## src/design/rbcp_pkg.sv

```systemverilog
// shared types, constants and decode functions for the register bank conflict penalty block
// no dependencies; imported by every module of the block
package rbcp_pkg;

   // number of operand format suffix codes that have a decode entry
   localparam int unsigned NUM_SUFFIX = 79;

   // bank count; each bank's register count is divided by BANKS to give its share of the penalty
   localparam int unsigned BANKS = 2;

   // register write classes, also stored as the per-thread write kind
   localparam logic [1:0] WR_NONE = 2'd0;
   localparam logic [1:0] WR_ONE  = 2'd1;
   localparam logic [1:0] WR_PAIR = 2'd2;
   localparam logic [1:0] WR_BAD  = 2'd3;

   // suffix codes that bound the read classes
   localparam logic [6:0] LAST_RD_A   = 7'd43;
   localparam logic [6:0] LAST_RD_AB  = 7'd65;
   localparam logic [6:0] LAST_RD_ADB = 7'd67;
   localparam logic [6:0] LAST_RD_NONE = 7'd77;

   // register read classes
   typedef enum logic [2:0] {
      RD_NONE,
      RD_A,
      RD_AB,
      RD_ADB,
      RD_DB
   } rd_class_type;

   // one issued instruction as packed on the request channel, first field highest
   typedef struct packed {
      logic [3:0] dc_pair;
      logic [3:0] db_pair;
      logic [4:0] rc_index;
      logic [4:0] rb_index;
      logic       rb_is_reg;
      logic [4:0] ra_index;
      logic       ra_is_reg;
      logic [6:0] suffix_code;
      logic [3:0] thread_id;
   } req_type;

   localparam int unsigned REQ_BITS = $bits(req_type);

   // per-thread record of what the previous instruction wrote
   typedef struct packed {
      logic [1:0] kind;
      logic [4:0] index;
   } entry_type;

   // write class of every decoded suffix, in code order
   localparam logic [1:0] WR_CLASS_TABLE [NUM_SUFFIX] = '{
      2'd0, 2'd1, 2'd1, 2'd1, 2'd1, 2'd0, 2'd0, 2'd0, 2'd0, 2'd2,
      2'd2, 2'd2, 2'd2, 2'd2, 2'd2, 2'd2, 2'd2, 2'd1, 2'd1, 2'd1,
      2'd0, 2'd0, 2'd0, 2'd2, 2'd2, 2'd2, 2'd2, 2'd2, 2'd2, 2'd1,
      2'd1, 2'd1, 2'd0, 2'd0, 2'd0, 2'd2, 2'd2, 2'd2, 2'd2, 2'd1,
      2'd2, 2'd2, 2'd2, 2'd0, 2'd1, 2'd1, 2'd1, 2'd0, 2'd0, 2'd0,
      2'd2, 2'd2, 2'd2, 2'd2, 2'd2, 2'd2, 2'd1, 2'd1, 2'd0, 2'd0,
      2'd2, 2'd2, 2'd2, 2'd2, 2'd0, 2'd0, 2'd2, 2'd0, 2'd1, 2'd1,
      2'd0, 2'd0, 2'd2, 2'd2, 2'd3, 2'd3, 2'd0, 2'd0, 2'd2
   };

   // write class of a suffix; codes past the table decode as bad
   function automatic logic [1:0] wr_class_of(input logic [6:0] code);
      logic [1:0] cls;
      cls = WR_BAD;
      if (code < 7'(NUM_SUFFIX)) begin
         cls = WR_CLASS_TABLE[code];
      end
      return cls;
   endfunction

   // read class of a suffix, set by code ranges
   function automatic rd_class_type rd_class_of(input logic [6:0] code);
      rd_class_type cls;
      if (code <= LAST_RD_A) begin
         cls = RD_A;
      end else if (code <= LAST_RD_AB) begin
         cls = RD_AB;
      end else if (code <= LAST_RD_ADB) begin
         cls = RD_ADB;
      end else if (code <= LAST_RD_NONE) begin
         cls = RD_NONE;
      end else begin
         cls = RD_DB;
      end
      return cls;
   endfunction

   // one-hot mask of a single register
   function automatic logic [31:0] single_mask(input logic [4:0] idx);
      return 32'd1 << idx;
   endfunction

   // mask of register pair k: registers 2k and 2k+1
   function automatic logic [31:0] pair_mask(input logic [3:0] k);
      return 32'd3 << {k, 1'b0};
   endfunction

endpackage

```

## src/design/rbcp_state_mem.sv

```systemverilog
// per-thread last-write memory: one write port, one read port, registered read data
// depends on rbcp_pkg for the entry type; valid bits stand in for the reset value
module rbcp_state_mem #(
   parameter int unsigned THREADS = 16,
   parameter int unsigned TW      = 4
) (
   input  logic                  clock,
   input  logic                  reset,
   input  logic                  rd_en,
   input  logic [TW-1:0]         rd_addr,
   output rbcp_pkg::entry_type   rd_entry,
   input  logic                  wr_en,
   input  logic [TW-1:0]         wr_addr,
   input  rbcp_pkg::entry_type   wr_entry
);
   import rbcp_pkg::*;

   entry_type              entry_mem [THREADS];
   logic [THREADS-1:0]     valid_ff;
   logic [THREADS-1:0]     valid_in;
   entry_type              rd_entry_ff;

   // storage write
   always_ff @(posedge clock) begin
      if (wr_en) begin
         entry_mem[wr_addr] <= wr_entry;
      end
   end

   // valid bits: an entry never written reads as no write
   always_comb begin
      valid_in = valid_ff;
      if (wr_en) begin
         valid_in[wr_addr] = 1'b1;
      end
   end

   always_ff @(posedge clock) begin
      if (reset) begin
         valid_ff <= '0;
      end else begin
         valid_ff <= valid_in;
      end
   end

   // registered read, held while no new read is issued
   always_ff @(posedge clock) begin
      if (rd_en) begin
         if (valid_ff[rd_addr]) begin
            rd_entry_ff <= entry_mem[rd_addr];
         end else begin
            rd_entry_ff <= '0;
         end
      end
   end

   assign rd_entry = rd_entry_ff;

endmodule

```

## src/design/rbcp_penalty.sv

```systemverilog
// suffix decode, register set merge, bank count and write-back entry for one instruction
// depends on rbcp_pkg for decode tables and types
module rbcp_penalty (
   input  rbcp_pkg::req_type    req,
   input  logic                 known,
   input  rbcp_pkg::entry_type  prev,
   output logic [1:0]           extra_cycles,
   output logic                 bad_suffix,
   output logic                 store,
   output rbcp_pkg::entry_type  next_entry
);
   import rbcp_pkg::*;

   rd_class_type   rcls;
   logic [1:0]     wcls;
   logic [31:0]    reg_set;
   logic [4:0]     even_cnt;
   logic [4:0]     odd_cnt;
   logic [2:0]     sum;

   // decode
   assign rcls       = rd_class_of(req.suffix_code);
   assign wcls       = wr_class_of(req.suffix_code);
   assign bad_suffix = (wcls == WR_BAD);

   // previous writes of the thread joined with the current reads
   always_comb begin
      reg_set = '0;
      if (known) begin
         if (prev.kind == WR_ONE) begin
            reg_set = reg_set | single_mask(prev.index);
         end else if (prev.kind == WR_PAIR) begin
            reg_set = reg_set | pair_mask(prev.index[3:0]);
         end
      end
      if ((rcls == RD_A || rcls == RD_AB || rcls == RD_ADB) && req.ra_is_reg) begin
         reg_set = reg_set | single_mask(req.ra_index);
      end
      if (rcls == RD_AB && req.rb_is_reg) begin
         reg_set = reg_set | single_mask(req.rb_index);
      end
      if (rcls == RD_ADB || rcls == RD_DB) begin
         reg_set = reg_set | pair_mask(req.db_pair);
      end
   end

   // per-bank counts, each bank costs count / BANKS
   assign even_cnt = 5'($countones(reg_set & 32'h5555_5555));
   assign odd_cnt  = 5'($countones(reg_set & 32'hAAAA_AAAA));
   assign sum      = 3'(even_cnt / BANKS) + 3'(odd_cnt / BANKS);
   assign extra_cycles = bad_suffix ? 2'd0 : sum[1:0];

   // this instruction's writes become the thread's previous writes
   always_comb begin
      next_entry.kind = wcls;
      case (wcls)
         WR_ONE:  next_entry.index = req.rc_index;
         WR_PAIR: next_entry.index = {1'b0, req.dc_pair};
         default: next_entry.index = '0;
      endcase
   end

   assign store = known && !bad_suffix;

endmodule

```

## src/design/regfile_bank_conflict_penalty.sv

```systemverilog
// top level: request and result stream channels around the last-write memory and penalty logic
// depends on rbcp_pkg, rbcp_state_mem and rbcp_penalty
//
// channel | dir | handshake             | contents
// req     | in  | req_tvalid/req_tready | one issued instruction (40-bit tdata)
// rsp     | out | rsp_tvalid/rsp_tready | penalty, bad suffix flag, thread (8-bit tdata)
//
// one instruction per cycle unless rsp stalls; results pass decode stage and result register
// the memory read is registered; a thread entry is written back when the decode stage advances
// same thread on back-to-back transfers is served from a forwarding register, not the memory
// reset clears the valid bits of all entries at once; no clearing pass
// a stalled result register holds the decode stage, and a held full decode stage stalls req
module regfile_bank_conflict_penalty #(
   parameter int unsigned THREADS = 16
) (
   input  logic        clock,
   input  logic        reset,
   input  logic        req_tvalid,
   output logic        req_tready,
   // thread_id[3:0], suffix_code[10:4], ra_is_reg[11], ra_index[16:12], rb_is_reg[17],
   // rb_index[22:18], rc_index[27:23], db_pair[31:28], dc_pair[35:32], zero fill [39:36]
   input  logic [39:0] req_tdata,
   output logic        rsp_tvalid,
   input  logic        rsp_tready,
   // extra_cycles[1:0], bad_suffix[2], thread_out[6:3], zero fill [7]
   output logic [7:0]  rsp_tdata
);
   import rbcp_pkg::*;

   localparam int unsigned TW = (THREADS > 1) ? $clog2(THREADS) : 1;

   req_type     req;
   logic        req_fire;
   logic        req_known;
   logic        s1_adv;

   logic        s1_valid_ff, s1_valid_in;
   req_type     s1_req_ff, s1_req_in;
   logic        s1_known_ff, s1_known_in;
   logic        fwd_hit_ff, fwd_hit_in;
   entry_type   fwd_entry_ff, fwd_entry_in;

   logic        rsp_valid_ff, rsp_valid_in;
   logic [1:0]  rsp_extra_ff, rsp_extra_in;
   logic        rsp_bad_ff, rsp_bad_in;
   logic [3:0]  rsp_thread_ff, rsp_thread_in;

   entry_type   mem_entry;
   entry_type   prev;
   logic [1:0]  extra_cycles;
   logic        bad_suffix;
   logic        store;
   entry_type   next_entry;
   logic        wr_en;

   // request unpack and handshake
   assign req       = req_type'(req_tdata[REQ_BITS-1:0]);
   assign s1_adv    = !rsp_valid_ff || rsp_tready;
   assign req_tready = !s1_valid_ff || s1_adv;
   assign req_fire  = req_tvalid && req_tready;
   assign req_known = {1'b0, req.thread_id} < 5'(THREADS);

   // write back as the decode stage hands its result on
   assign wr_en = s1_valid_ff && s1_adv && store;

   rbcp_state_mem #(
      .THREADS (THREADS),
      .TW      (TW)
   ) u_mem (
      .clock    (clock),
      .reset    (reset),
      .rd_en    (req_fire),
      .rd_addr  (TW'(req.thread_id)),
      .rd_entry (mem_entry),
      .wr_en    (wr_en),
      .wr_addr  (TW'(s1_req_ff.thread_id)),
      .wr_entry (next_entry)
   );

   // forwarded entry wins over the memory read that missed the same-edge write
   assign prev = fwd_hit_ff ? fwd_entry_ff : mem_entry;

   rbcp_penalty u_penalty (
      .req          (s1_req_ff),
      .known        (s1_known_ff),
      .prev         (prev),
      .extra_cycles (extra_cycles),
      .bad_suffix   (bad_suffix),
      .store        (store),
      .next_entry   (next_entry)
   );

   // decode stage next state
   always_comb begin
      s1_valid_in  = s1_valid_ff;
      s1_req_in    = s1_req_ff;
      s1_known_in  = s1_known_ff;
      fwd_hit_in   = fwd_hit_ff;
      fwd_entry_in = fwd_entry_ff;
      if (s1_adv) begin
         s1_valid_in = 1'b0;
      end
      if (req_fire) begin
         s1_valid_in  = 1'b1;
         s1_req_in    = req;
         s1_known_in  = req_known;
         fwd_hit_in   = wr_en && (s1_req_ff.thread_id == req.thread_id);
         fwd_entry_in = next_entry;
      end
   end

   // result register next state
   always_comb begin
      rsp_valid_in  = rsp_valid_ff;
      rsp_extra_in  = rsp_extra_ff;
      rsp_bad_in    = rsp_bad_ff;
      rsp_thread_in = rsp_thread_ff;
      if (rsp_tready) begin
         rsp_valid_in = 1'b0;
      end
      if (s1_valid_ff && s1_adv) begin
         rsp_valid_in  = 1'b1;
         rsp_extra_in  = extra_cycles;
         rsp_bad_in    = bad_suffix;
         rsp_thread_in = s1_req_ff.thread_id;
      end
   end

   // control registers
   always_ff @(posedge clock) begin
      if (reset) begin
         s1_valid_ff  <= 1'b0;
         fwd_hit_ff   <= 1'b0;
         rsp_valid_ff <= 1'b0;
      end else begin
         s1_valid_ff  <= s1_valid_in;
         fwd_hit_ff   <= fwd_hit_in;
         rsp_valid_ff <= rsp_valid_in;
      end
   end

   // payload registers
   always_ff @(posedge clock) begin
      s1_req_ff     <= s1_req_in;
      s1_known_ff   <= s1_known_in;
      fwd_entry_ff  <= fwd_entry_in;
      rsp_extra_ff  <= rsp_extra_in;
      rsp_bad_ff    <= rsp_bad_in;
      rsp_thread_ff <= rsp_thread_in;
   end

   assign rsp_tvalid = rsp_valid_ff;
   assign rsp_tdata  = {1'b0, rsp_thread_ff, rsp_bad_ff, rsp_extra_ff};

   // a bad suffix never touches the thread's entry
   a_bad_no_write: assert property (@(posedge clock) disable iff (reset)
      (s1_valid_ff && bad_suffix) |-> !wr_en)
      else $error("entry written for a bad suffix");

   // forwarding only follows a write on the accepting edge
   a_fwd_after_write: assert property (@(posedge clock) disable iff (reset)
      $rose(fwd_hit_ff) |-> $past(wr_en))
      else $error("forward hit without a preceding write");

   // an empty result register never blocks requests
   a_ready_when_empty: assert property (@(posedge clock) disable iff (reset)
      !rsp_valid_ff |-> req_tready)
      else $error("request stalled with an empty result register");

   // same-bank penalty never takes the value 3
   a_extra_range: assert property (@(posedge clock) disable iff (reset)
      rsp_valid_ff |-> (rsp_extra_ff != 2'd3))
      else $error("penalty out of range");

endmodule
```

## config.mk

```make
export PLATFORM = sky130hd
export DESIGN_NAME = regfile_bank_conflict_penalty
export DESIGN_NICKNAME = d
export VERILOG_FILES = /design/src/design/rbcp_pkg.sv /design/src/design/rbcp_state_mem.sv /design/src/design/rbcp_penalty.sv /design/src/design/regfile_bank_conflict_penalty.sv
export SDC_FILE = /design/constraint.sdc
export NUM_CORES = 1
export LEC_CHECK = 0
export ABC_CLOCK_PERIOD_IN_PS = 13400
export BUFFER_PORTS_ARGS = -buffer_cell sky130_fd_sc_hd__buf_2
export CAP_MARGIN = 15
export CORE_MARGIN = 1
export CORE_UTILIZATION = 30
export CTS_CLUSTER_DIAMETER = 80
export DETAILED_ROUTE_END_ITERATION = 6
export GPL_ROUTABILITY_DRIVEN = 1
export GPL_TIMING_DRIVEN = 0
export PLACE_DENSITY_LB_ADDON = 0.25
export SLEW_MARGIN = 15
export SYNTH_ARGS = -nofsm -noshare
export SYNTH_HDL_FRONTEND = slang
export SYNTH_SLANG_ARGS = --single-unit
```

## constraint.sdc

```tcl
create_clock -name clock -period 13.4 [get_ports clock]
set_input_delay 1.34 -clock clock [delete_from_list [all_inputs] [get_ports clock]]
set_output_delay 1.34 -clock clock [all_outputs]
set_load 0.02 [all_outputs]
```

# After elaboration in Yosys (flattened, before gate mapping)
# Memory sizes are Yosys's and may differ from the RTL's. A register that Yosys moved wholly into a read port is not among the register bits.
# Cells that the tools add are included.
# classes
n_eq_ne	10
n_reduce_logical	18
n_addsub	31
n_shift	5
mux	24
n_bitwise	5
order_cmp	9
# ops
op	n
2-to-1 mux 32 bit	5
bitwise OR 32 bit	3
<< shifter 1 x 5 -> 32 bit, first input constant	3
<< shifter 2 x 5 -> 32 bit, first input constant	2
adder 3 bit	14
adder 1 x 1 -> 2 bit	16
<= comparator 7 bit, second input constant	3
bitwise OR 16 bit	1
2-to-1 mux 3 bit	4
< comparator 4 x 5 -> 1 bit, second input constant	2
one-hot mux 5 bit (2 select lines)	1
>= comparator 8 bit, second input constant	1
2-to-1 mux 1 bit	8
inverter 7 -> 8 bit	1
<= comparator 7 x 6 -> 1 bit, second input constant	1
logical AND 1 bit	7
< comparator 7 bit, second input constant	1
2-to-1 mux 7 bit	1
equality test 2 bit, second input constant	3
equality test 3 x 2 -> 1 bit, second input constant	2
2-to-1 mux 2 bit	3
logical OR 1 bit	5
binary-select mux 1 bit (select 4 bit)	1
demux 1 bit (select 4 bit)	1
8 further kinds	13
# totals
output_inout_bits	10
ff_bits	69
ram_bits	112
in_bits	44
romBits	256
word_cells	122
mem_count	2
# mem_list
name	depth	width	rd	rd_clocked_by_memory_dff	wr	line_no	source
(name not given)	128	2	1	0	0	rbcp_pkg.sv:70	cls = WR_CLASS_TABLE[code];
u_mem.entry_mem	16	7	1	1	1	rbcp_state_mem.sv:18	entry_type entry_mem [THREADS];

# Logic depth before layout (Yosys ltp)
# Gate-level depths: netlist of the first run.
# depth
ltp_word	19
ltp_mapped	22
mapped_depth_nobuf	21

# Modules after synthesis
# A second synthesis of the first run with hierarchy kept.
# hier_totals
hier_cells	731
area_unflattened_um2	9749.4
# modules_own_cells
module	instances	area_per_inst_um2	seq_area_each_um2	cells_per_inst
rbcp_state_mem	1	5208.7	3893.7	262
rbcp_penalty	1	2746.4	0.0	386
regfile_bank_conflict_penalty	1	1794.2	1561.5	83

# Worst setup path after synthesis of the first run
# No wires, ideal clock.
# synth_timing
kind	reg-to-reg
from	register s1_req_ff[8] in the netlist's numbering
to	register rsp_extra_ff[1] (data pin)
setup_ns	0.257
path_slack_ns	8.125
period_less_slack_ns	5.275
required_ns	13.143
arrival_time_ns	5.018
path_stages_with_launch	21
n_path_buf	1
cell_sequence	edfxtp_1 > clkbuf_1 > o41ai_1 > nand2_1 > nor3b_2 > a32oi_1 > o211ai_1 > ha_1 > inv_1 > fa_1 > fa_1 > fa_1 > fa_1 > inv_1 > ha_1 > ha_1 > xor2_1 > xnor2_1 > xnor2_1 > xnor2_1 > nor2_1
# synth_via
elab_chain_len	19
word_cells_on_any_way	60
cone_classes	add/sub (31); order compare (5); eq/ne (5); mux (10); bitwise (3); reduce/logical (5); memory (1)
# synth_lines
item	line_no	source
from (decl)	regfile_bank_conflict_penalty.sv:38	req_type s1_req_ff, s1_req_in;
from (signal assigned)	regfile_bank_conflict_penalty.sv:144	s1_req_ff <= s1_req_in;
<= comparator 7 bit	rbcp_pkg.sv:84	end else if (code <= LAST_RD_NONE) begin
2-to-1 mux 3 bit	rbcp_pkg.sv:84	
2-to-1 mux 3 bit	rbcp_pkg.sv:82	end else if (code <= LAST_RD_ADB) begin
2-to-1 mux 3 bit	rbcp_pkg.sv:80	end else if (code <= LAST_RD_AB) begin
2-to-1 mux 3 bit	rbcp_pkg.sv:78	if (code <= LAST_RD_A) begin
equality test 3 x 1 -> 1 bit / equality test 3 x 2 -> 1 bit (equally long branches)	rbcp_penalty.sv:36, rbcp_penalty.sv:39	
logical OR 1 bit (2 in series)	rbcp_penalty.sv:36	if ((rcls == RD_A || rcls == RD_AB || rcls == RD_ADB) && req.ra_is_reg) begin
logical AND 1 bit	rbcp_penalty.sv:36	
2-to-1 mux 32 bit	rbcp_penalty.sv:36	
bitwise OR 32 bit	rbcp_penalty.sv:40	reg_set = reg_set | single_mask(req.rb_index);
2-to-1 mux 32 bit	rbcp_penalty.sv:39	if (rcls == RD_AB && req.rb_is_reg) begin
bitwise OR 32 bit	rbcp_penalty.sv:43	reg_set = reg_set | pair_mask(req.db_pair);
2-to-1 mux 32 bit	rbcp_penalty.sv:42	if (rcls == RD_ADB || rcls == RD_DB) begin
adder 1 x 1 -> 2 bit (on tied branches)	rbcp_penalty.sv:48, rbcp_penalty.sv:49	
adder 3 bit (on tied branches) (3 in series)	rbcp_penalty.sv:48, rbcp_penalty.sv:49	
adder 2 bit	rbcp_penalty.sv:50	assign sum = 3'(even_cnt / BANKS) + 3'(odd_cnt / BANKS);
to (signal assigned)	regfile_bank_conflict_penalty.sv:147	rsp_extra_ff <= rsp_extra_in;
to (decl)	regfile_bank_conflict_penalty.sv:44	logic [1:0] rsp_extra_ff, rsp_extra_in;
# Parallel ways exist; a longest one is shown, timed or not. The select of a mux whose other input is x is not followed.
# A chain may end at the register's enable or synchronous reset.

# Final worst setup path of the first run
# Same ends and word-level chain as after synthesis.

==> flow_summary.ini, run 1 <==
[run_status]
run_status = finished, final reports clean

[global_routing]
antenna_found_initial = 0
grt_max_degree = 27
grt_pass1_wl_um = 36300
grt_pass1_vias = 5980
overflow = 0
grt_usage = 0.150

[yosys]
yosys_warnings = 0
syn-instance-count = 665
ys_async_sr_fraction = 0
ys_ff_latch = 188
seq_area_frac_synth = 0.572
synth_edf_count = 169
syn_nets = 749
ys_types = 67
syn_avg_cell_area_um2 = 14.3
syn-cell-area_um2 = 9530
synthFlopType = edfxtp_1

[clock_network]
cts_root_buf = clkbuf_16
numCtsBuffers = 17
cts_sinks = 188
cts_tree = built
cts_resized = 0
cts_buffer_depth = 2
post_cts_buffers = 0
clk_pin_slew_worst_paths_ns = 0.07
clk_latency_ns = 0.44
h-tree-depth = 4
hold_buffers = 0

[sta]
slew_headroom = 0.237
rsz0062_at_grt = no
finalHoldViolCount = 0
tns_ns = 0
fin_crit_sh = 0.472
finalMaxSlewViolations = 0
setup_viol = 0
fin_crit_ns = 6.32
setup_slack_ns = 7.08
fmax_mhz = 158
clock_skew_ns = 0.00897
timing_worst_slew_pin_value_ns = 1.14

[worst_hold_path]
min_from = s1_req_ff[2]
hold_class = flip-flop to flip-flop

[placed_design]
dpl.hpwl_um = 17000
place_inst = 1113
routabilityCongestion = 0.914
pre_cts_slack_ns = 7.12
postPlaceCellArea_um2 = 10400
port_buffers = 47

[pwr]
ir_drop_uv = 80.2
comb_power_share = 0.112
power_leakage_nw = 3.87
p_sw_w = 0.000345
power.clock.fraction = 0.377
pwr-share-seq = 0.511
switching_share = 0.264
internal-power_w = 0.000961
power_density_nw_per_um2 = 119

[critical_path]
startpoint = s1_req_ff[8]
cpLargestDelayFamily = adder cells
cp_cell_sequence = clkbuf_1 > o41ai_1 > nand2_1 > nor3b_2 > a32oi_1 > o211ai_1 > ha_1 > fa_1 > fa_1 > inv_1 > fa_1 > fa_1 > inv_1 > ha_1 > ha_1 > xor2_1 > xnor2_1 > xnor2_1 > xnor2_1 > nor2_1
r2r_start = s1_req_ff[8]
rrSetupSlack_ns = 7.08
critPathSlowestCell = nor3b_2
path_buf_inv = 3
max_stage_delay_ns = 0.64
worstSetupStartpointType = flip-flop
worstPathRequired_ns = 13.58
end_kind = flip-flop
crit_top_cell = fa_1
critPathMaxFanout = 10
arrival_ns = 6.50
critPathKind = flip-flop to flip-flop

[layout]
diodes = 0
post-route-util = 0.354
area_growth_pct = 14.8
drive_gt1_frac = 0.192
multi_input_area_um2 = 3790
fin_area_um2 = 10900
final_cells = 1145
final_nets = 820
fillCellCount = 3009
seqCellArea_um2 = 5460

[routing]
drc_errors = 0
wl_met3_um = 913
vias_per_cell = 5.25
first_pass_iters = 5
wl_met2_um = 11600
wl_per_cell_um = 20.5
highest_layer = met4
drtIter0Drc = 799
wl_met1_um = 10600
ant_nets = 0
wl_um = 23500
vias = 6012

[floorplanning]
core_area_um2 = 30900
die_h_um = 180
io_pins = 54
fp.dieW_um = 180
start_util = 0.308
rows = 64
die_area_um2 = 32500

[job]
cap_violations = 0
## worst register-to-register path: cells and delay by family (launching register included)
kind / cells / cell delay (ns)
compound gates: 3 / 0.68
fa+ha+maj: 7 / 2.80
simple gates: 3 / 0.92
buf+inv: 3 / 0.34
flops: 1 / 0.42
xor+xnor: 4 / 0.90
## power by group through the flow
stage / combinational [W] / clock [W] / sequential, W
after floorplan: 0.0000902 / 0 / 0.000680
after global placement: 0.000142 / 0 / 0.000682
after detailed placement: 0.000147 / 0 / 0.000681
after CTS: 0.000148 / 0.000505 / 0.000668
after global routing: 0.000160 / 0.000528 / 0.000669
final: 0.000146 / 0.000493 / 0.000668
## metal layers
| metal | vias to the layer above | GRT usage |
|---|---|---|
| met5 | - | 0 |
| li1 | 2776 | - |
| met4 | 0 | 0.0530 |
| met1 | 3061 | 0.200 |
| met3 | 26 | 0.0241 |
| met2 | 149 | 0.247 |
## final timing paths
path	end	cells after the start
hold / removal	rsp_thread_ff[2]	0
setup / recovery	rsp_extra_ff[1]	20
hold reg to reg	rsp_thread_ff[2]	0
setup reg to reg	rsp_extra_ff[1]	20
## flip-flops by register name, indices dropped and copies added, names as in the netlist, 2 cells and up
signal	flops
fwd_entry_ff	7
rsp_extra_ff	2
rsp_thread_ff	4
s1_req_ff	36
u_mem.entry_mem	112
u_mem.rd_entry	7
u_mem.valid_ff	16
## through the flow
stage | hold WS, ns | power, W
CTS | 0.448 | 0.00132
finish | 0.448 | 0.00131
detailed placement | 0.437 | 0.000828
global placement | 0.427 | 0.000824
floorplan | 0.421 | 0.000771
global route | 0.464 | 0.00136
## cell families (layout without fill, tap and decap cells)
family,Yosys count,count (layout),synth area share
flip-flops,188,188,0.572
buffers and inverters,73,157,0.0350
multiplexers,42,42,0.105
AND/OR/NAND/NOR,171,171,0.0961
adder cells (fa/ha/maj),40,40,0.0667
XOR/XNOR,17,17,0.0156
other,1,1,0.000393
AO/OA/AOI/OAI,133,133,0.109
## area by class of cell
class / count / share of cell area
inverter: 43 / 0.0147
multi-input combinational: 404 / 0.346
sequential: 188 / 0.498
buffer: 30 / 0.0158
tap: 396 / 0.0453
timing repair buffer: 52 / 0.0269
clock buffer: 17 / 0.0389
clock inverter: 15 / 0.0138
## cell usage after synthesis (5+ instances only)
cell type,count,share of area
nand3b_1,5,0.0039
xnor2_1,12,0.011
nand3_1,9,0.0047
and2_1,8,0.0053
ha_1,22,0.029
xor2_1,5,0.0046
buf_1,5,0.0020
mux4_2,14,0.033
o211ai_1,26,0.020
and3_1,6,0.0039
a32oi_1,25,0.023
a22oi_1,15,0.012
edfxtp_1,169,0.53
inv_1,43,0.017
nand2b_1,5,0.0033
fa_1,18,0.038
a21oi_1,23,0.012
dfxtp_1,19,0.040
o21ai_0,6,0.0032
nor3_1,10,0.0053
nor3b_1,6,0.0047
mux4_1,25,0.069
o21ba_2,6,0.0063
nor2_1,46,0.018
nand2_1,31,0.012
nor2b_1,19,0.012
buf_2,5,0.0026
clkbuf_1,14,0.0055
## cell usage in the layout (no fill, tap or decap), types with 18 or more instances in the layout
cell type and n:
edfxtp_1 169, buf_2 53, inv_1 42, nor2_1 42
nand2_1 31, o211ai_1 26, a32oi_1 25, mux4_1 25
a21oi_1 23, ha_1 22, nor2b_1 19, dfxtp_1 19
fa_1 18
(Power assumes the default switching activity.)
==> inputs of run 2 (changes only) <==
--- a/config.mk
+++ b/config.mk
@@ -5,7 +5,8 @@
 export SDC_FILE = /design/constraint.sdc
 export NUM_CORES = 1
 export LEC_CHECK = 0
-export ABC_CLOCK_PERIOD_IN_PS = 13400
+export ABC_AREA = 1
+export ABC_CLOCK_PERIOD_IN_PS = 5550
 export BUFFER_PORTS_ARGS = -buffer_cell sky130_fd_sc_hd__buf_2
 export CAP_MARGIN = 15
 export CORE_MARGIN = 1
==> constraint.sdc (replaced) <==
create_clock -name clock -period 5.55 [get_ports clock]
set_input_delay 0.555 -clock clock [delete_from_list [all_inputs] [get_ports clock]]
set_output_delay 0.555 -clock clock [all_outputs]
set_load 0.02 [all_outputs]
==> run 2 against run 1 <==
- worst hold slack worse by 0.17 ns
- flip-flop and latch count is the same
- area after synthesis rose by 7.8%
- core utilization increased by 0.92 points
- first-iteration DRC count shrank 15%
- count of clock-buffer cells in the layout unchanged
- clock power rose to 2.6 times the previous value
- power rose to 2.6 times the previous value
- global-route usage grew 2.2 points
- largest cell class unchanged
- highest routed layer unchanged
==> flow_summary.ini, run 2 <==
[yosys]
ys_async_sr_fraction = 0
seq_area_frac_synth = 0.531
netlist_top_cells_count = 261 x nor2_1, 190 x nand2_1, 169 x edfxtp_1
syn-instance-count = 1162
ys_types = 34
yosysTopAreaCell = edfxtp_1
synth_top_area_share = 0.494
ys_ff_latch = 188
syn_avg_cell_area_um2 = 8.84
syn-cell-area_um2 = 10300
syn_nets = 1246
ys_top_cells_by_area = edfxtp_1 49%, nor2_1 9.5%, nand2_1 6.9%, inv_1 4.2%, nand3_1 4.0%
yosys_warnings = 0
synth_edf_count = 169
yosysMostFrequentCell = nor2_1
synthFlopType = edfxtp_1

[placed_design]
pre_cts_slack_ns = -0.0930
postPlaceCellArea_um2 = 11100
routabilityCongestion = 0.883
dpl.hpwl_um = 21700
place_inst = 1661
port_buffers = 47

[layout]
final_nets = 1335
fin_area_um2 = 12200
layout_commonest_cell = nor2_1
fillCellCount = 3411
largest_reg_flops = 112
area_growth_pct = 18.8
diodes = 0
final_cells = 1712
most-common-layout-cells = 230 x nor2_1, 183 x nand2_1, 169 x edfxtp_1, 112 x inv_1, 78 x nand3_1
largest_register = u_mem.entry_mem
reg_top3 = u_mem.entry_mem (112), s1_req_ff (36), u_mem.valid_ff (16)
drive_gt1_frac = 0.166

[routing]
wl_um = 29400
wl_per_cell_um = 17.2
vias = 8148
vias_per_cell = 4.76
first_pass_iters = 5
drtIter0Drc = 678
drc_errors = 0
ant_nets = 0

[clock_network]
clk_latency_ns = 0.45
clk_pin_slew_worst_paths_ns = 0.09
cts_sinks = 188
cts_root_buf = clkbuf_16
numCtsBuffers = 17
hold_buffers = 0
cts_tree = built
cts_buffer_depth = 2
h-tree-depth = 4

[run_status]
run_status = finished, final reports clean

[pwr]
ir_drop_uv = 354
internal-power_w = 0.00239
comb_power_share = 0.146
total_power_w = 0.00338
p_sw_w = 0.000996
switching_share = 0.294
power.clock.fraction = 0.377
power_density_nw_per_um2 = 277
power_leakage_nw = 4.89
pwr-share-seq = 0.476

[sta]
clock_skew_ns = 0.0170
holdWs_ns = 0.275
fin_crit_sh = 0.957
finalMaxSlewViolations = 0
setup_slack_ns = 0.239
timing_worst_slew_pin_value_ns = 0.956
fin_crit_ns = 5.31
slew_headroom = 0.360
fmax_mhz = 188
setup_viol = 0
finalHoldViolCount = 0

[critical_path]
critPathKind = flip-flop to flip-flop
r2r_end = rsp_extra_ff[1]
worstSetupStartpointType = flip-flop
arrival_ns = 5.51
end_kind = flip-flop
critPathMaxFanout = 5
rrSetupSlack_ns = 0.24
worstPathRequired_ns = 5.75
reg2reg_depth = 26
r2r_start = s1_req_ff[6]

[global_routing]
overflow = 0
busiest_layer = met2
met1_usage = 0.217
grt_max_degree = 34
antenna_found_initial = 0
use_met3 = 0.0265
grt_pass1_wl_um = 45700
grt_usage = 0.171
grt_util_met2 = 0.295
grt_pass1_vias = 7909

[floorplanning]
die_area_um2 = 35000
start_util = 0.306
rows = 67
io_pins = 54
core_area_um2 = 33600
die_h_um = 187
fp.dieW_um = 187

[worst_hold_path]
min_from = req_tdata[15]
hold_depth = 1
holdPathEnd = s1_req_ff[15]
hold_class = input pin to flip-flop

[job]
cap_violations = 0
[run 2: changes by cell type after synthesis, moves of 43 or more]
cell and change:
o21ai_0 +59, nor2_1 +215, inv_1 +72, nand3_1 +74, nand4_1 +43, nand2_1 +159
[run 2: cell families after synthesis]
family / share of synthesized area
other: 0.000365
buffers and inverters: 0.0712
xor gates and xnor gates: 0.00938
adders and majority gates: 0.0619
AOI/OAI and AO/OA: 0.0761
and+or+nand+nor: 0.250
DFF: 0.531
[run 2: worst max-delay path by stage]
stage,startpoint,endpoint,slack [ns]
6_report,s1_req_ff[6],rsp_extra_ff[1],0.24
5_1_grt,s1_req_ff[6],rsp_extra_ff[1],-0.02
4_1_cts,s1_req_ff[7],rsp_extra_ff[1],0.0008
3_5_place_dp,s1_req_ff[5],rsp_extra_ff[1],-0.09
3_3_place_gp,s1_req_ff[5],rsp_extra_ff[1],-0.11
2_1_floorplan,s1_req_ff[6],rsp_extra_ff[1],0.50
[run 2: final cells by class]
type / instances / area [um^2] / area share
Clock inverter: 15 / 195 / 0.0160
Timing Repair Buffer: 70 / 443 / 0.0363
Inverter: 123 / 464 / 0.0380
Multi-Input combinational cell: 795 / 4370 / 0.358
Buffer: 56 / 302 / 0.0247
Sequential cell: 188 / 5460 / 0.447
Clock buffer: 17 / 425 / 0.0348
Tap cell: 448 / 561 / 0.0459
[run 2: through the flow]
step / setup TNS [ns] / util
after floorplan: 0 / -
after global placement: -0.106 / 0.329
after detailed placement: -0.0930 / 0.332
after CTS: 0 / 0.351
after global routing: -0.0207 / 0.363
final: 0 / 0.363
[run 2: power by group through the flow]
stage	registers (W)	logic [W]	clock network, W
2_1_floorplan	0.00164	0.000283	0
3_3_place_gp	0.00165	0.000430	0
3_5_place_dp	0.00164	0.000442	0
4_1_cts	0.00161	0.000448	0.00131
5_1_grt	0.00162	0.000558	0.00135
6_report	0.00161	0.000496	0.00128
[run 2: metal layers]
metal	share of wire	wire length [um]	vias to the layer above
met2	0.50	14600	188
met4	0.023	687	0
met1	0.44	12900	3855
met3	0.039	1160	26
met5	0	0	-
li1	-	-	4079
[run 2: critical path, cell delays in order (launching register included)]
cell,delay [ns]
edfxtp_1,0.50
nor2_4,0.22
nand2_1,0.09
nor2_2,0.13
a21oi_4,0.07
nand2_4,0.12
buf_6,0.13
buf_4,0.10
nand4_1,0.18
nand3_2,0.19
ha_4,0.14
inv_1,0.04
fa_1,0.51
fa_1,0.57
fa_1,0.45
fa_1,0.55
inv_1,0.07
ha_4,0.27
ha_4,0.15
xor2_1,0.14
nand2_1,0.07
nand2_2,0.08
inv_1,0.05
nand2_2,0.06
nand3_1,0.07
nand2_1,0.06
nor2_1,0.04
[run 2: what timing repair did]
| item | 4_1_cts | 5_1_grt |
|---|---|---|
| endpoints found under the setup margin | 1 | 1 |
| buffers inserted | 3 | 14 |
| resized for setup | 7 | 83 |
| cloned | 0 | 2 |
| pin swaps | 0 | 29 |
==> inputs of run 3 (changes only) <==
--- a/config.mk
+++ b/config.mk
@@ -6,15 +6,18 @@
 export NUM_CORES = 1
 export LEC_CHECK = 0
 export ABC_AREA = 1
-export ABC_CLOCK_PERIOD_IN_PS = 5550
+export ABC_CLOCK_PERIOD_IN_PS = 5500
 export BUFFER_PORTS_ARGS = -buffer_cell sky130_fd_sc_hd__buf_2
 export CAP_MARGIN = 15
+export CELL_PAD_IN_SITES_DETAIL_PLACEMENT = 0
+export CELL_PAD_IN_SITES_GLOBAL_PLACEMENT = 1
 export CORE_MARGIN = 1
 export CORE_UTILIZATION = 30
 export CTS_CLUSTER_DIAMETER = 80
 export DETAILED_ROUTE_END_ITERATION = 6
 export GPL_ROUTABILITY_DRIVEN = 1
 export GPL_TIMING_DRIVEN = 0
+export HOLD_SLACK_MARGIN = 0.15
 export PLACE_DENSITY_LB_ADDON = 0.25
 export SLEW_MARGIN = 15
 export SYNTH_ARGS = -nofsm -noshare
==> constraint.sdc (replaced) <==
create_clock -name clock -period 5.5 [get_ports clock]
set_input_delay 0.55 -clock clock [delete_from_list [all_inputs] [get_ports clock]]
set_output_delay 0.55 -clock clock [all_outputs]
set_load 0.02 [all_outputs]
==> run 3 against run 2 <==
- worst hold slack worse by 0.0043 ns
- largest power group unchanged
- maximum frequency down 0.10%
- count of clock-buffer cells in the layout unchanged
- die area unchanged
- first-iteration DRC count down 21%
- critical path depth up 3
- clock power down 3%
- non-clock buffer count up 18
- sequential power about the same
- final area up 2.9%
- wire length up 4.3%
==> flow_summary.ini, run 3 (synthesis results as in run 2) <==
[floorplanning]
fp.dieW_um = 187
core_area_um2 = 33600
die_h_um = 187
rows = 67
die_area_um2 = 35000
io_pins = 54
start_util = 0.306

[layout]
largest_reg_flops = 112
largest_register = u_mem.entry_mem
drive_gt1_frac = 0.197
fin_area_um2 = 12600
layout_commonest_cell = nor2_1
reg_top3 = u_mem.entry_mem (112), s1_req_ff (36), u_mem.valid_ff (16)
fillCellCount = 3415
diodes = 0
multi_input_area_um2 = 4550
seqCellArea_um2 = 5460
most-common-layout-cells = 236 x nor2_1, 172 x nand2_1, 169 x edfxtp_1, 107 x inv_1, 68 x nand3_1
area_growth_pct = 22.2
post-route-util = 0.374
final_nets = 1353

[global_routing]
grt_usage = 0.177
grt_pass1_wl_um = 46800
overflow = 0
grt_pass1_vias = 8091
antenna_found_initial = 0
grt_max_degree = 28

[clock_network]
clk_latency_ns = 0.45
h-tree-depth = 4
numCtsBuffers = 17
cts_sinks = 188
cts_buffer_depth = 2
clk_pin_slew_worst_paths_ns = 0.08
cts_root_buf = clkbuf_16
cts_tree = built

[routing]
ant_nets = 0
wl_um = 30600
vias_per_cell = 4.77
vias = 8254
drtIter0Drc = 535
first_pass_iters = 5
drc_errors = 0
wl_per_cell_um = 17.7

[critical_path]
critPathSlowestCell = fa_1
critPathKind = flip-flop to flip-flop
crit_top_cell = nand2_2
end_kind = flip-flop
worstPathRequired_ns = 5.70
critPathMaxFanout = 10
worstSetupStartpointType = flip-flop
cpLargestDelayFamily = adder cells
path_buf_inv = 6
max_stage_delay_ns = 0.59
arrival_ns = 5.52

[sta]
slew_headroom = 0.343
fin_crit_sh = 0.967
fmax_mhz = 188
timing_worst_slew_pin_value_ns = 0.982
clock_skew_ns = 0.0112
setup_viol = 0
holdWs_ns = 0.270
fin_crit_ns = 5.32
setup_slack_ns = 0.184
finalMaxSlewViolations = 0
rsz0062_at_grt = yes
finalHoldViolCount = 0

[pwr]
power_leakage_nw = 5.05
internal-power_w = 0.00244
power.clock.fraction = 0.364
comb_power_share = 0.159
ir_drop_uv = 251
switching_share = 0.282
pwr-share-seq = 0.478
total_power_w = 0.00340
p_sw_w = 0.000960
power_density_nw_per_um2 = 271

[placed_design]
routabilityCongestion = 0.870
dpl.hpwl_um = 22100
port_buffers = 47
postPlaceCellArea_um2 = 11200
pre_cts_slack_ns = -0.204

[run_status]
run_status = finished, final reports clean

[worst_hold_path]
hold_class = input pin to flip-flop

[job]
cap_violations = 0
==> run 3: changes by cell type in the layout (fill, tap and decap cells not counted), sizes merged <==
cell / previous run / this run
buf: 99 / 119
clkbuf: 44 / 42
clkinvlp: 0 / 2
clkinv: 7 / 9
inv: 131 / 125
bufinv: 0 / 1
==> run 3: stage by stage <==
| step | setup TNS (ns) | cells |
|---|---|---|
| global route | -0.0593 | 1729 |
| floorplan | 0 | 1162 |
| finish | 0 | 1729 |
| detailed placement | -0.204 | 1662 |
| global placement | -0.231 | 1657 |
| CTS | 0 | 1697 |
==> run 3: worst paths after layout <==
check / from / endpoint / slack [ns] / cells past startpoint
worst max-delay path: s1_req_ff[6] / rsp_extra_ff[1] / 0.18 / 29
worst min-delay path: req_tdata[19] / s1_req_ff[19] / 0.27 / 1
worst max register to register: s1_req_ff[6] / rsp_extra_ff[1] / 0.18 / 29
worst min register to register: u_mem.valid_ff[14] / u_mem.valid_ff[14] / 0.47 / 2
==> run 3: routing by layer <==
layer | vias up | track usage | wire length [um]
met5 | - | 0 | 0
met4 | 0 | 0.0520 | 616
met3 | 35 | 0.0242 | 801
met2 | 127 | 0.314 | 15400
met1 | 3981 | 0.223 | 13800
li1 | 4111 | - | -
==> run 3: final cells by class <==
class	instances	area share
clock inverters	14	0.0125
flip-flops and latches	188	0.434
repair buffers	89	0.0491
multi-input cells	795	0.362
clock buffers	17	0.0339
well taps	448	0.0446
plain buffers	55	0.0264
inverters	123	0.0372
==> run 3: power groups by stage <==
stage	logic [W]	registers [W]	clock network, W
final	0.000539	0.00163	0.00124
after global routing	0.000604	0.00163	0.00131
after CTS	0.000466	0.00163	0.00126
after detailed placement	0.000456	0.00166	0
after global placement	0.000439	0.00166	0
after floorplan	0.000286	0.00166	0
==> run 3: timing repair <==
action                     4_1_cts  5_1_grt
gates resized for setup         13      134
gates cloned                     0        2
hold buffers                     0        0
pin swaps                        3       58
setup buffers                    4       31
setup endpoints to repair        1        1
==> run 3: worst reg2reg max path, delay by kind of cell, from the launching register on <==
kind,cells,cell delay [ns]
xor gates and xnor gates,1,0.14
adders and majority gates,7,2.59
buffers and inverters,6,0.63
DFF,1,0.48
and+or+nand+nor,15,1.25
